`config.mk`:
```
export PLATFORM = sky130hd
export DESIGN_NAME = rgb_quad_to_ycbcr420_unit
export DESIGN_NICKNAME = d
export VERILOG_FILES = /design/src/hw/rtl/rqy_pkg.sv /design/src/hw/rtl/rqy_ctrl.sv /design/src/hw/rtl/rqy_pixel.sv /design/src/hw/rtl/rgb_quad_to_ycbcr420_unit.sv
export SDC_FILE = /design/constraint.sdc
export NUM_CORES = 2
export LEC_CHECK = 0
export BUFFER_PORTS_ARGS = -buffer_cell sky130_fd_sc_hd__buf_2
export CORE_UTILIZATION = 40
export CTS_CLUSTER_DIAMETER = 120
export DETAILED_ROUTE_END_ITERATION = 12
export GPL_TIMING_DRIVEN = 1
export HOLD_SLACK_MARGIN = 0.12
export PLACE_DENSITY_LB_ADDON = 0.3
export SYNTH_ARGS = -nofsm -noshare
export SYNTH_HDL_FRONTEND = slang
export SYNTH_SLANG_ARGS = --single-unit
```
`constraint.sdc`:
```
create_clock -name clk -period 11.6 [get_ports clk]
set_clock_uncertainty 0.1 [all_clocks]
set_input_delay 1.16 -clock clk [delete_from_list [all_inputs] [get_ports clk]]
set_output_delay 1.16 -clock clk [all_outputs]
set_load 0.005 [all_outputs]
```
`src/hw/rtl/rqy_pkg.sv`:
```
// Package for the RGB quad to YCbCr 4:2:0 converter.
// Holds the stage map, fixed-point coefficients, the pipeline control struct
// and the shared 2/3 scale-and-clamp function. No dependencies.
`default_nettype none

package rqy_pkg;

  // Pipeline stage map
  localparam int NUM_STAGES = 5;
  localparam int STG_PROD   = 0;  // luma partial products
  localparam int STG_LUMA   = 1;  // 12-bit luma
  localparam int STG_DIFF   = 2;  // chroma difference products
  localparam int STG_SCALE  = 3;  // 2/3 scale and clamp per pixel
  localparam int STG_OUT    = 4;  // chroma average and output offset

  // 12-bit fixed-point coefficients
  localparam logic [11:0] COEF_YR = 12'd1224;
  localparam logic [11:0] COEF_YG = 12'd2404;
  localparam logic [11:0] COEF_YB = 12'd466;
  localparam logic [11:0] COEF_U  = 12'd2314;
  localparam logic [11:0] COEF_V  = 12'd2920;

  localparam logic [3:0]         HALF_LSB    = 4'd8;
  localparam logic signed [10:0] CHROMA_BIAS = 11'sd127;
  localparam logic [7:0]         OUT_OFFSET  = 8'd128;

  // floor(n/3) == (n * RECIP3) >> RECIP3_SHIFT for every n below 1024 used here
  localparam logic [9:0] RECIP3       = 10'd683;
  localparam int         RECIP3_SHIFT = 11;

  // One load enable per pipeline stage
  typedef struct packed {
    logic [NUM_STAGES-1:0] load;
  } rqy_pipe_ctl_t;

  // Scale by 2/3 (truncating toward zero) and clamp to 0..255.
  // Inputs stay below 310, so only the low clamp can trigger.
  function automatic logic [7:0] scale_clamp(input logic signed [10:0] x);
    logic [9:0]  n;
    logic [19:0] p;
    n = {x[8:0], 1'b0};
    p = n * RECIP3;
    scale_clamp = (x > 11'sd0) ? p[RECIP3_SHIFT+7:RECIP3_SHIFT] : 8'd0;
  endfunction

endpackage

`default_nettype wire

```
`src/hw/rtl/rqy_ctrl.sv`:
```
// Pipeline control for the RGB quad converter: valid bits and stage loads.
// Depends on rqy_pkg for the stage count and control struct.
`default_nettype none

module rqy_ctrl (
  input  wire logic                  clk,
  input  wire logic                  rst_n,
  input  wire logic                  in_valid,
  output logic                       in_ready,
  output logic                       out_valid,
  input  wire logic                  out_ready,
  output rqy_pkg::rqy_pipe_ctl_t     ctl
);

  logic [rqy_pkg::NUM_STAGES-1:0] valid_r;
  logic [rqy_pkg::NUM_STAGES-1:0] valid_nxt;
  logic [rqy_pkg::NUM_STAGES-1:0] rdy;

  // Ready ripples back: a stage may load when empty or when its successor loads
  always_comb begin
    rdy[rqy_pkg::NUM_STAGES-1] = !valid_r[rqy_pkg::NUM_STAGES-1] || out_ready;
    for (int k = rqy_pkg::NUM_STAGES - 2; k >= 0; k--) begin
      rdy[k] = !valid_r[k] || rdy[k+1];
    end
  end

  // Advance valid bits with the data, hold them where stalled
  always_comb begin
    valid_nxt[0] = rdy[0] ? in_valid : valid_r[0];
    for (int k = 1; k < rqy_pkg::NUM_STAGES; k++) begin
      valid_nxt[k] = rdy[k] ? valid_r[k-1] : valid_r[k];
    end
  end

  always_ff @(posedge clk) begin
    if (!rst_n) begin
      valid_r <= '0;
    end else begin
      valid_r <= valid_nxt;
    end
  end

  assign ctl.load  = rdy;
  assign in_ready  = rdy[0];
  assign out_valid = valid_r[rqy_pkg::NUM_STAGES-1];

endmodule

`default_nettype wire

```
`src/hw/rtl/rqy_pixel.sv`:
```
// Per-pixel datapath: luma, chroma differences and 2/3 scale, four stages.
// Depends on rqy_pkg for coefficients, stage map and scale_clamp.
`default_nettype none

module rqy_pixel (
  input  wire logic               clk,
  input  wire rqy_pkg::rqy_pipe_ctl_t ctl,
  input  wire logic [7:0]         red,
  input  wire logic [7:0]         green,
  input  wire logic [7:0]         blue,
  output logic [7:0]              luma,
  output logic [7:0]              cb,
  output logic [7:0]              cr
);

  logic [11:0] r12, g12, b12;

  logic [23:0] prod_r_r, prod_g_r, prod_b_r;
  logic [7:0]  red_p_r, blue_p_r;

  logic [24:0] lsum;
  logic [11:0] y12_r;
  logic [7:0]  red_l_r, blue_l_r;

  logic signed [12:0] diff_u, diff_v;
  logic signed [25:0] pu_nxt, pv_nxt;
  logic signed [25:0] pu_r, pv_r;
  logic [7:0]         y8_r;

  logic signed [10:0] xu, xv, xy;
  logic [7:0]         luma_r, cb_r, cr_r;

  // Widen to 12-bit fixed point with a half-LSB offset
  assign r12 = {red,   rqy_pkg::HALF_LSB};
  assign g12 = {green, rqy_pkg::HALF_LSB};
  assign b12 = {blue,  rqy_pkg::HALF_LSB};

  // Stage: luma partial products
  always_ff @(posedge clk) begin
    if (ctl.load[rqy_pkg::STG_PROD]) begin
      prod_r_r <= r12 * rqy_pkg::COEF_YR;
      prod_g_r <= g12 * rqy_pkg::COEF_YG;
      prod_b_r <= b12 * rqy_pkg::COEF_YB;
      red_p_r  <= red;
      blue_p_r <= blue;
    end
  end

  // Stage: sum and drop 12 fraction bits (sum stays below 2^24)
  assign lsum = {1'b0, prod_r_r} + {1'b0, prod_g_r} + {1'b0, prod_b_r};

  always_ff @(posedge clk) begin
    if (ctl.load[rqy_pkg::STG_LUMA]) begin
      y12_r    <= lsum[23:12];
      red_l_r  <= red_p_r;
      blue_l_r <= blue_p_r;
    end
  end

  // Stage: color minus luma, times chroma coefficient
  assign diff_u = $signed({1'b0, blue_l_r, rqy_pkg::HALF_LSB}) - $signed({1'b0, y12_r});
  assign diff_v = $signed({1'b0, red_l_r,  rqy_pkg::HALF_LSB}) - $signed({1'b0, y12_r});
  assign pu_nxt = 26'(diff_u) * $signed({14'd0, rqy_pkg::COEF_U});
  assign pv_nxt = 26'(diff_v) * $signed({14'd0, rqy_pkg::COEF_V});

  always_ff @(posedge clk) begin
    if (ctl.load[rqy_pkg::STG_DIFF]) begin
      pu_r <= pu_nxt;
      pv_r <= pv_nxt;
      y8_r <= y12_r[11:4];
    end
  end

  // Stage: floor-shift by 16, add chroma bias, scale by 2/3 and clamp
  assign xu = $signed({pu_r[25], pu_r[25:16]}) + rqy_pkg::CHROMA_BIAS;
  assign xv = $signed({pv_r[25], pv_r[25:16]}) + rqy_pkg::CHROMA_BIAS;
  assign xy = $signed({3'b000, y8_r});

  always_ff @(posedge clk) begin
    if (ctl.load[rqy_pkg::STG_SCALE]) begin
      luma_r <= rqy_pkg::scale_clamp(xy);
      cb_r   <= rqy_pkg::scale_clamp(xu);
      cr_r   <= rqy_pkg::scale_clamp(xv);
    end
  end

  assign luma = luma_r;
  assign cb   = cb_r;
  assign cr   = cr_r;

endmodule

`default_nettype wire

```
`src/hw/rtl/rgb_quad_to_ycbcr420_unit.sv`:
```
// Beats pass the product, luma, difference, scale and output stages in order.
// Throughput: one 2x2 RGB quad per cycle while out_ready is high; a stage
// holds a beat while the next is full and stalled: nothing drops or repeats.
// Reset (rst_n, synchronous, active low) clears the stage valid bits only.
// Depends on rqy_pkg, rqy_ctrl and rqy_pixel.
`default_nettype none

module rgb_quad_to_ycbcr420_unit (
  input  wire logic              clk,
  input  wire logic              rst_n,
  input  wire logic              in_valid,
  output logic                   in_ready,
  input  wire logic [7:0]        in_red_top_left,
  input  wire logic [7:0]        in_green_top_left,
  input  wire logic [7:0]        in_blue_top_left,
  input  wire logic [7:0]        in_red_top_right,
  input  wire logic [7:0]        in_green_top_right,
  input  wire logic [7:0]        in_blue_top_right,
  input  wire logic [7:0]        in_red_bottom_left,
  input  wire logic [7:0]        in_green_bottom_left,
  input  wire logic [7:0]        in_blue_bottom_left,
  input  wire logic [7:0]        in_red_bottom_right,
  input  wire logic [7:0]        in_green_bottom_right,
  input  wire logic [7:0]        in_blue_bottom_right,
  output logic                   out_valid,
  input  wire logic              out_ready,
  output logic signed [7:0]      out_luma_top_left,
  output logic signed [7:0]      out_luma_top_right,
  output logic signed [7:0]      out_luma_bottom_left,
  output logic signed [7:0]      out_luma_bottom_right,
  output logic signed [7:0]      out_blue_difference,
  output logic signed [7:0]      out_red_difference
);

  rqy_pkg::rqy_pipe_ctl_t ctl;

  logic [7:0] luma [4];
  logic [7:0] cb   [4];
  logic [7:0] cr   [4];
  logic [7:0] red  [4];
  logic [7:0] grn  [4];
  logic [7:0] blu  [4];

  logic [9:0] cb_sum, cr_sum;

  logic [7:0] luma_tl_r, luma_tr_r, luma_bl_r, luma_br_r, cb_r, cr_r;

  rqy_ctrl u_ctrl (
    .clk       (clk),
    .rst_n     (rst_n),
    .in_valid  (in_valid),
    .in_ready  (in_ready),
    .out_valid (out_valid),
    .out_ready (out_ready),
    .ctl       (ctl)
  );

  assign red[0] = in_red_top_left;
  assign grn[0] = in_green_top_left;
  assign blu[0] = in_blue_top_left;
  assign red[1] = in_red_top_right;
  assign grn[1] = in_green_top_right;
  assign blu[1] = in_blue_top_right;
  assign red[2] = in_red_bottom_left;
  assign grn[2] = in_green_bottom_left;
  assign blu[2] = in_blue_bottom_left;
  assign red[3] = in_red_bottom_right;
  assign grn[3] = in_green_bottom_right;
  assign blu[3] = in_blue_bottom_right;

  // One datapath lane per pixel of the quad
  for (genvar p = 0; p < 4; p++) begin : g_pix
    rqy_pixel u_pix (
      .clk   (clk),
      .ctl   (ctl),
      .red   (red[p]),
      .green (grn[p]),
      .blue  (blu[p]),
      .luma  (luma[p]),
      .cb    (cb[p]),
      .cr    (cr[p])
    );
  end

  // Average chroma over the quad
  assign cb_sum = {2'b00, cb[0]} + {2'b00, cb[1]} + {2'b00, cb[2]} + {2'b00, cb[3]};
  assign cr_sum = {2'b00, cr[0]} + {2'b00, cr[1]} + {2'b00, cr[2]} + {2'b00, cr[3]};

  // Output stage: remove the offset, wrap to 8 bits
  always_ff @(posedge clk) begin
    if (ctl.load[rqy_pkg::STG_OUT]) begin
      luma_tl_r <= luma[0] - rqy_pkg::OUT_OFFSET;
      luma_tr_r <= luma[1] - rqy_pkg::OUT_OFFSET;
      luma_bl_r <= luma[2] - rqy_pkg::OUT_OFFSET;
      luma_br_r <= luma[3] - rqy_pkg::OUT_OFFSET;
      cb_r      <= cb_sum[9:2] - rqy_pkg::OUT_OFFSET;
      cr_r      <= cr_sum[9:2] - rqy_pkg::OUT_OFFSET;
    end
  end

  assign out_luma_top_left     = $signed(luma_tl_r);
  assign out_luma_top_right    = $signed(luma_tr_r);
  assign out_luma_bottom_left  = $signed(luma_bl_r);
  assign out_luma_bottom_right = $signed(luma_br_r);
  assign out_blue_difference   = $signed(cb_r);
  assign out_red_difference    = $signed(cr_r);

endmodule

`default_nettype wire

```
==> results.yml <==
status:
  status: "finished clean"
placement:
  portBuffers: 149
  routabilityCongestion: 0.851
  placed_cell_area_sq_um: 77300
  dp_hpwl_mm: 118
logic_synthesis:
  yosysUniqueCellTypes: 70
  synth_largest_area_cell: "ha_1"
  yosysTopAreaCellShare: 0.286
  yosys.cell_count.top_type: "ha_1"
  netlist_instances: 6706
  ys_top_cells_by_area: "ha_1 (29%), edfxtp_1 (25%), fa_1 (20%)"
  synth-main-ff-cell: "edfxtp_1"
  synth-seq-cells: 621
  async_flop_share: 0
  syn_nets: 9209
  synth_edf_count: 616
  synth-seq-area-share: 0.253
  avgSynthCellArea_sq_um: 11.0
  yosys_warnings: 0
  synth.cell_area_sq_um: 73500
  yosys-top-cells-count: "ha_1 (1679), inv_1 (1575), fa_1 (724)"
floorplanning:
  design.core.area_sq_um: 182000
  die_y_um: 431
  start_util: 0.405
  io-pin-count: 150
  die_w_um: 431
  dieArea_sq_um: 185000
  rows: 156
route:
  totalWireLength_mm: 139
  ant_nets: 0
  vias: 45239
  viasPerCell: 4.83
  wire_per_inst_um: 14.8
  drt_iter0_markers: 1666
  dr.pass1.iters: 5
  route.detailed.drc: 0
clock_network:
  cts_sinks: 621
  cts_resized: 0
  clk_latency_ns: 0.70
  numCtsBuffers: 76
  clock_path_buffers: 3
  cts_tree: "built"
  post_cts_buffers: 0
  cts_max_level: 3
  hold_buffers: 0
  root_buffer: "clkbuf_16"
  cts.clk_slew.worst_paths_ns: 0.06
setup_path:
  cp.required_ns: 11.93
  critPathMaxFanout: 11
  r2r_setup_slack_ns: 4.24
  cp_common_cell: "fa_1"
  critPathLaunchType: "register"
  worst_r2r_endpoint: "g_pix[0].u_pix.pv_r[25]"
  slowest_stage: "edfxtp_1"
  startpoint: "g_pix[0].u_pix.y12_r[0]"
  critical_path.endpoint: "g_pix[0].u_pix.pv_r[25]"
  reg2reg_depth: 25
  r2r_start: "g_pix[0].u_pix.y12_r[0]"
  arrival_ns: 7.69
  path_class: "register to register"
  slowest_delay_ns: 0.55
  end_kind: "register"
timing:
  worst_slew_pin_slew_ns: 0.997
  slew_violations: 0
  hold_viol: 0
  fmax_ghz: 0.136
  tns_ns: 0
  setup_viol: 0
  layout_min_cycle_time_ns: 7.36
  period_share: 0.634
  slew_headroom: 0.335
  rsz0062_at_grt: "false"
  hold_slack_ns: 0.298
grt:
  grt_overflow: 0
  grt_use_total: 0.155
  busiest_layer: "met2"
  antenna_found_initial: 7
  met3_usage: 0.0179
  first_global_vias: 48292
  use_met2: 0.267
  grt_start_max_net_pins: 125
  grt_pass1_wl_mm: 235
  grtUsageMet1: 0.202
cells_and_area:
  areaGrowthSynthToFinish_pct: 8.69
  nFillCells: 16893
  drive_above_1_share: 0.0449
  design_area_sq_um: 79800
  fin_util: 0.440
  nNetsFinal: 9442
worst_hold_path:
  hp-class: "register to register"
run:
  drv_cap: 0
[through the flow]
| step | setup slack (ns) | instances |
|---|---|---|
| after global placement | 4.46 | 9231 |
| after floorplan | 1.79 | 6706 |
| final | 4.24 | 9369 |
| after CTS | 4.26 | 9368 |
| after detailed placement | 4.23 | 9231 |
| after global routing | 3.57 | 9368 |
[worst max-delay path: cells and delay by family (launching register included)]
kind,cells,cell delay (ns)
buffers and inverters,3,0.27
adder cells (fa/ha/maj),6,2.44
XOR/XNOR,1,0.51
AO/OA/AOI/OAI,13,3.06
AND/OR/NAND/NOR,2,0.18
flip-flops,1,0.55
[metal layers]
| metal | vias up | share of wire |
|---|---|---|
| met4 | 0 | 0.029 |
| met3 | 166 | 0.028 |
| met2 | 411 | 0.48 |
| li1 | 22844 | - |
| met5 | - | 0 |
| met1 | 21818 | 0.47 |
[state kept, by name, summed over array words and instances, names as in the netlist, 32 cells and up]
| signal | cells |
|---|---|
| g_pix.u_pix.prod_b_r | 56 |
| g_pix.u_pix.red_p_r | 32 |
| g_pix.u_pix.blue_l_r | 32 |
| g_pix.u_pix.pv_r | 40 |
| g_pix.u_pix.y8_r | 32 |
| g_pix.u_pix.y12_r | 48 |
| g_pix.u_pix.blue_p_r | 32 |
| g_pix.u_pix.red_l_r | 32 |
| g_pix.u_pix.luma | 32 |
| g_pix.u_pix.pu_r | 40 |
| g_pix.u_pix.prod_g_r | 72 |
| g_pix.u_pix.cr | 32 |
| g_pix.u_pix.cb | 32 |
| g_pix.u_pix.prod_r_r | 56 |
[worst min path at each step]
stage | from | endpoint | slack [ns] | cells past startpoint
3_5_place_dp | g_pix[2].u_pix.blue_p_r[4] | g_pix[2].u_pix.blue_l_r[4] | 0.30 | 0
2_1_floorplan | g_pix[0].u_pix.blue_p_r[2] | g_pix[0].u_pix.blue_l_r[2] | 0.30 | 0
5_1_grt | g_pix[3].u_pix.red_p_r[3] | g_pix[3].u_pix.red_l_r[3] | 0.29 | 0
6_report | g_pix[3].u_pix.red_p_r[3] | g_pix[3].u_pix.red_l_r[3] | 0.30 | 0
3_3_place_gp | g_pix[2].u_pix.red_p_r[6] | g_pix[2].u_pix.red_l_r[6] | 0.30 | 0
4_1_cts | g_pix[3].u_pix.red_p_r[3] | g_pix[3].u_pix.red_l_r[3] | 0.29 | 0
[cells in the final DEF, fill, tap and decap left out, types with 46 or more instances in the layout]
master	count
a21o_1	80
a21oi_1	246
buf_2	149
clkbuf_16	77
edfxtp_1	616
fa_1	724
ha_1	1679
inv_1	1573
nand2_1	126
nand3_1	82
nor2_1	314
nor2b_1	46
nor3_1	84
o21a_1	56
o21ai_0	89
o21bai_1	77
xnor2_1	320
xor2_1	146
[cells by family after synthesis]
family	share of synthesized area
mux	0.00293
simple gates	0.0556
compound gates	0.0681
xor+xnor	0.0562
buf+inv	0.0807
fa+ha+maj	0.483
flops	0.253
[final cells by class]
type	count	area (sq um)	area share
clock buffer	90	1990	0.0249
sequential	621	18600	0.233
clock inverter	47	579	0.00726
antenna	1	2.50	0.0000313
inverter	1575	5920	0.0741
timing repair buffer	160	841	0.0105
tap	2370	2970	0.0371
multi-input combinational	4505	49000	0.613
Power is left out: the tool's default activity adds up to more than one toggle a clock period on the data nets, which glitch-free logic cannot reach.
